[config.mk]
export PLATFORM = sky130hd
export DESIGN_NAME = dht_mod_unit
export DESIGN_NICKNAME = d
export VERILOG_FILES = /design/src/dht_pkg.sv /design/src/dht_mod_unit.sv
export VERILOG_INCLUDE_DIRS = /design/src /design/src/src
export SDC_FILE = /design/constraint.sdc
export NUM_CORES = 1
export LEC_CHECK = 0
export ABC_AREA = 1
export BUFFER_PORTS_ARGS = -buffer_cell sky130_fd_sc_hd__buf_4
export CORE_MARGIN = 3
export CORE_UTILIZATION = 40
export DETAILED_ROUTE_END_ITERATION = 16
export PLACE_DENSITY = 0.64
export SYNTH_ARGS = -nofsm -noshare
export SYNTH_HDL_FRONTEND = slang
export SYNTH_SLANG_ARGS = --single-unit
[constraint.sdc]
create_clock -name clk -period 3 [get_ports clk]
set_clock_uncertainty 0.1 [all_clocks]
set_input_delay 0.6 -clock clk [delete_from_list [all_inputs] [get_ports clk]]
set_output_delay 0.6 -clock clk [all_outputs]
set_load 0.02 [all_outputs]
[src/assert_macros.svh]
// Assertion macros shared by the RTL.
`ifndef ASSERT_MACROS_SVH
`define ASSERT_MACROS_SVH
// Implication checked on every rising clock edge outside reset.
`define CHK_IMPL(label, clk, rst_n, ante, cons, msg) \
    label: assert property (@(posedge clk) disable iff (!rst_n) (ante) |-> (cons)) \
        else $error(msg);
// Next-cycle implication checked outside reset.
`define CHK_NEXT(label, clk, rst_n, ante, cons, msg) \
    label: assert property (@(posedge clk) disable iff (!rst_n) (ante) |=> (cons)) \
        else $error(msg);
`endif

[src/dht_pkg.sv]
package dht_pkg;
    localparam int SLOTS  = 1024;
    localparam int SLOT_W = $clog2(SLOTS);
    localparam int MOD_W  = 11;
    localparam int KEY_W  = 32;
    localparam int VAL_W  = 32;

    localparam logic [1:0] FN_LOOKUP = 2'd0;
    localparam logic [1:0] FN_SET    = 2'd1;
    localparam logic [1:0] FN_DELETE = 2'd2;

    localparam logic [1:0] ST_FOUND     = 2'd0;
    localparam logic [1:0] ST_INSERTED  = 2'd1;
    localparam logic [1:0] ST_NOT_FOUND = 2'd2;
    localparam logic [1:0] ST_FULL      = 2'd3;

    typedef struct packed {
        logic [1:0]       func;
        logic [KEY_W-1:0] key;
        logic [VAL_W-1:0] value;
    } dht_in_t;

    typedef struct packed {
        logic [1:0]        status;
        logic [VAL_W-1:0]  read_value;
        logic [SLOT_W-1:0] slot;
    } dht_out_t;
endpackage

[src/dht_mod_unit.sv]
`include "assert_macros.svh"
// Bit-serial remainder: key mod p, one quotient bit per cycle.
module dht_mod_unit
(
    input  logic                        clk,
    input  logic                        rst_n,
    input  logic                        go,
    input  logic [dht_pkg::KEY_W-1:0]   dividend,
    input  logic [dht_pkg::MOD_W-1:0]   divisor,
    output logic                        done,
    output logic [dht_pkg::MOD_W-1:0]   remainder
);
    import dht_pkg::*;

    localparam int CNT_W = $clog2(KEY_W + 1);

    logic [KEY_W-1:0] shift_reg, shift_next;
    logic [MOD_W-1:0] rem_reg, rem_next;
    logic [CNT_W-1:0] cnt_reg, cnt_next;
    logic             busy_reg, busy_next;
    logic [MOD_W:0]   trial;
    logic [MOD_W:0]   diff;

    // Shift in one dividend bit and subtract the divisor when it fits.
    always_comb
    begin
        shift_next = shift_reg;
        rem_next   = rem_reg;
        cnt_next   = cnt_reg;
        busy_next  = busy_reg;
        trial      = {rem_reg, shift_reg[KEY_W-1]};
        diff       = trial - {1'b0, divisor};
        if (go)
        begin
            shift_next = dividend;
            rem_next   = '0;
            cnt_next   = CNT_W'(KEY_W);
            busy_next  = 1'b1;
        end
        else if (busy_reg)
        begin
            shift_next = {shift_reg[KEY_W-2:0], 1'b0};
            if (trial >= {1'b0, divisor})
                rem_next = diff[MOD_W-1:0];
            else
                rem_next = trial[MOD_W-1:0];
            cnt_next = cnt_reg - 1'b1;
            if (cnt_reg == CNT_W'(1))
                busy_next = 1'b0;
        end
    end

    always_ff @(posedge clk or negedge rst_n)
    begin
        if (!rst_n)
        begin
            busy_reg <= 1'b0;
            cnt_reg  <= '0;
        end
        else
        begin
            busy_reg <= busy_next;
            cnt_reg  <= cnt_next;
        end
    end

    always_ff @(posedge clk)
    begin
        shift_reg <= shift_next;
        rem_reg   <= rem_next;
    end

    assign done      = busy_reg && (cnt_reg == CNT_W'(1));
    assign remainder = rem_next;

    `CHK_IMPL(a_rem_below, clk, rst_n, done, remainder < divisor, "remainder not below divisor")
    `CHK_NEXT(a_done_ends, clk, rst_n, done && !go, !busy_reg, "divider kept running")
    `CHK_IMPL(a_cnt_live, clk, rst_n, busy_reg, cnt_reg != '0, "divider busy with no bits left")
endmodule
Yosys cells after proc, flatten, opt, wreduce, memory -nomap -nowiden

Cells that the tools add are included.

Reduce and logical (&&, ||, !) cells: 2
Mux-type cells: 10
$add $sub $neg: 2
Equality and inequality tests: 1
$lt $le $gt $ge: 1

Operators by type and width:

| cell                  | number |
|---|---|
| $mux W32              | 2 |
| $mux W11              | 3 |
| $ge A12 B11 Y1        | 1 |
| $mux W6               | 2 |
| $sub A11 B11 Y11      | 1 |
| $eq A6 B1 Y1 const B  | 1 |
| $sub A6 B1 Y6 const B | 1 |
| $mux W1               | 3 |
| $reduce_bool A2 Y1    | 1 |
| $logic_and A1 B1 Y1   | 1 |

Word-level logic and storage cells: 20
Output and inout port bits: 12
Flip-flop bits (word level): 50

Longest topological paths before layout

Depth in word-level cells: 4
Mapped depth: 16
Mapped depth without buffers: 15

Least setup slack after synthesis

No wires, ideal clock.

Path kind: input -> output
Start: in divisor[0] (netlist bit)
End: out remainder[10] (netlist bit)
Cell stages on the path: 11
Slack: 0.031 ns
Arrival time: 2.269 ns
Required time: 2.300 ns
Path through: ha_1 > fa_1 > inv_1 > nand2_1 > nand2_1 > nand2_1 > nand2_1 > nand2_2 > nand3_1 > nand3_1 > a21oi_1

Longest elaborated chain between the ends: 4
Elaborated cells between the ends (all ways): 5
Those cells by class: add/sub (1); order compare (1); mux (3)

Ends and longest elaborated chain:

| what                                                      | line                                   | text |
|---|---|---|
| start, declared                                           | dht_mod_unit.sv:9                      | `input logic [dht_pkg::MOD_W-1:0] divisor,` |
| $sub A11 B11 Y11 / $ge A12 B11 Y1 (equally long branches) | dht_mod_unit.sv:32, dht_mod_unit.sv:43 |  |
| $mux W11 *                                                | dht_mod_unit.sv:43                     | `if (trial >= {1'b0, divisor})` |
| $mux W11 *                                                | dht_mod_unit.sv:40                     | `else if (busy_reg)` |
| $mux W11 *                                                | dht_mod_unit.sv:33                     | `if (go)` |
| end, declared                                             | dht_mod_unit.sv:11                     | `output logic [dht_pkg::MOD_W-1:0] remainder` |

Mark *: on every way between the ends. The rest lies on a longest branch, timed or not.

Final worst setup path

Same ends and word-level chain as after synthesis.

==> metrics.md <==
| Metric | Value |
|---|---|
| # rows | `30` |
| Crit-path max FO | `3` |
| First-pass DRT Iterations | `5` |
| CTS tree | `done` |
| Area contributors post-synth | `edfxtp_1 33%, nand2_1 23%, dfxtp_1 7.5%` |
| Die footprint | `0.00838 mm²` |
| Synth Flop Type | `edfxtp_1` |
| Clock Sinks | `50` |
| Bufs and invs on worst path | `6` |
| Diode count | `0` |
| Synth Area in Simple Gates | `32.9%` |
| Overall Global Routing Usage | `16.0%` |
| CTS root buffer | `clkbuf_8` |
| RR Endpoint | `rem_reg[7]` |
| RSZ-0062 raised after global routing | `true` |
| R2r worst-path depth | `16` |
| Yosys reg bits | `50` |
| Final Power | `3.31 mW` |
| Measured slew at the worst slew-check pin | `470 ps` |
| Xor and xnor fraction of the mapped netlist area | `0.897%` |
| # fillers | `about 660` |
| Number of global-route vias before repair | `~2500` |
| Syn Inst Count | `397` |
| Min Tclk post-route | `3050 ps` |
| Multiplexer share of the synthesized area | `0%` |
| Worst setup SP type | `input port` |
| Cells after DPL | `569` |
| WS Path Type | `in2out` |
| Arr. time, crit path | `2350 ps` |
| Worst-path cell chain | `buf_4 -> ha_4 -> fa_2 -> inv_2 -> nand2_2 -> nand2_2 -> nand2_1 -> nand2_1 -> nand2_2 -> buf_4 -> buf_4 -> nand4_1 -> nand2_1 -> inv_1 -> a21oi_2 -> buf_6` |
| Share of cells above drive strength 1 | `approximately a quarter` |
| First-pass GRT wire length | `10.9 mm` |
| Largest area contributor in the netlist | `edfxtp_1` |
| Top-area cell type share of the netlist area | `32.8%` |
| Hold path endpoint | `cnt_reg[5]` |
| Origin of the critical flop-to-flop path | `shift_reg[31]` |
| Vias per inst | `4.59` |
| RePlAce Congestion | `0.866` |
| Max FFs per register | `32` |
| H-Tree Depth | `2` |
| CP Capture Type | `primary output` |
| Power per cell area | `approximately 840 mW/mm²` |
| Post-synthesis net count | `457` |
| Area grow syn2layout | `34.4%` |
| Worst min-delay path startpoint | `cnt_reg[5]` |
| Final Slew Violations | `0` |
| Gr ovfl total | `0` |
| Hold crit path type | `reg2reg` |
| Seq/Total Area, Yosys | `46.3%` |
| Starting Density | `around 42%` |
| Fin nets | `about 550` |
| Num CTS Buffers | `5` |
| FF-to-FF setup slack | `880 ps` |
| Critical Path Max Stage Delay | `390 ps` |
| Hold path cells | `1` |
| Io pins | `58` |
| Clock latency on the worst-skew pair | `300 ps` |
| Width of the die | `91.6 µm` |
| Antenna viol nets, final | `0` |
| Leakage | `between 2 and 2.5 nW` |
| Synthesized area per cell | `~7.4 µm²` |
| Final setup margin | `-52.7 ps` |
| CP required | `2300 ps` |
| Compound-Gate Fraction of Synth Area | `4.70%` |
| Max cap viols | `0` |
| WP depth | `16` |
| Post-Synth Adder-Cell Area | `6.24%` |
| Largest net degree at the start of global routing | `40` |
| Initial antenna violation count | `0` |
| Final setup fails | `5` |
| Hold WS | `403 ps` |
| VDD IR max | `0.000457 V` |
| Yosys warning count | `0` |
| Commonest non-fill, non-tap cells in the layout | `174 x nand2_1, 84 x buf_4, 48 x inv_1` |
| Combinational family with the most area after synthesis | `simple AND/OR/NAND/NOR gates` |
| Number of remaining DRC errors | `0` |
| Achievable Freq | `~0.33 GHz` |
| Clk slew on worst S/H paths | `approximately 90 ps` |
| CORE AREA | `about 0.007 mm²` |
| Outcome | `finished with violations` |
| Period utilization | `102%` |
| Largest delay contributor family on the critical path | `buffers and inverters` |
| Die H | `91.6 µm` |
| Slew HR | `68.4%` |
| Asr flop ratio synth | `14.0%` |
| Fin. Hold Viols | `0` |
| Slowest library cell on the worst path | `fa_2` |
| Total negative setup slack | `-152 ps` |
| Port Buf Inserts | `57` |
| Iter 0 DRT Violations | `99` |
| Post-layout util | `between 50% and 60%` |
| Maximum clock insertion buffer count | `2` |
| DRT Wirelength | `6.87 mm` |
| Violated checks | `negative setup slack` |
| EDFF count, synth | `32` |
| WL/cell | `11.7 µm` |
| Final cell count without fillers | `585` |
| Most common cell after layout, fill and taps aside | `nand2_1` |
| Via count | `approximately 2700` |
| Area of the mapped netlist | `0.00293 mm²` |
| Dpl hpwl | `4.99 mm` |
| Netlist cell types | `27` |
## where the power goes
group / internal [mW] / switching, mW / total (mW)
Clock: 0.251 / 0.240 / 0.491
Combinational: 0.825 / 0.974 / 1.80
Sequential: 0.916 / 0.109 / 1.02
Total: 1.99 / 1.32 / 3.31
## what timing repair did
action / CTS / global route
cloned: 1 / 0
pin swaps: 3 / 12
endpoints found under the setup margin: 11 / 11
gates resized for setup: 12 / 26
endpoints found under the hold margin: 7 / 0
buffers inserted: 0 / 6
hold buffers: 1 / 0
## per-layer routing
layer	vias up	track usage [%]	share of wire (%)
li1	1424	-	-
met1	1208	22.3	48
met2	47	24.9	47
met3	9	3.23	3.6
met4	0	4.65	1.4
met5	-	0	0
## worst max path at each step
stage | startpoint | endpoint | slack [ps]
after CTS | shift_reg[31] | remainder[5] | 2
final | divisor[0] | remainder[10] | -50
after detailed placement | divisor[0] | remainder[9] | -140
after global routing | shift_reg[31] | remainder[8] | -210
after global placement | divisor[0] | remainder[9] | -110
after floorplan | divisor[0] | remainder[10] | 30
## per-stage QoR
step | area (µm²) | setup slack (ps)
final | 3940 | -52.7
after global routing | 3940 | -211
after CTS | 3810 | 1.53
after detailed placement | 3640 | -144
after global placement | 3640 | -106
after floorplan | 2930 | 31.5
## cells by family after synthesis
logic type,after synthesis
AO/OA/AOI/OAI,25
XOR/XNOR,3
adder cells (fa/ha/maj),14
buffers and inverters,66
flip-flops,50
AND/OR/NAND/NOR,239
## cell type report
cell class              count  area, µm²  area share [%]
clock buffers               6       72.6            1.84
multi-input cells         282       1400            35.5
repair buffers             94        742            18.8
inverters                  55        209            5.31
well taps                  96        120            3.05
flip-flops and latches     50       1360            34.5
clock inverters             2       38.8           0.985
## synthesized netlist by cell type (all sizes together), types with 5 or more instances
master and number:
inv 55, ha 13, nand2 180, o21ai 12, nand4 5, dfrtp 7
a21oi 12, edfxtp 32, nand3 15, dfxtp 11, clkbuf 7, nor2 31
Note: power is estimated with default switching activity, not from simulation.
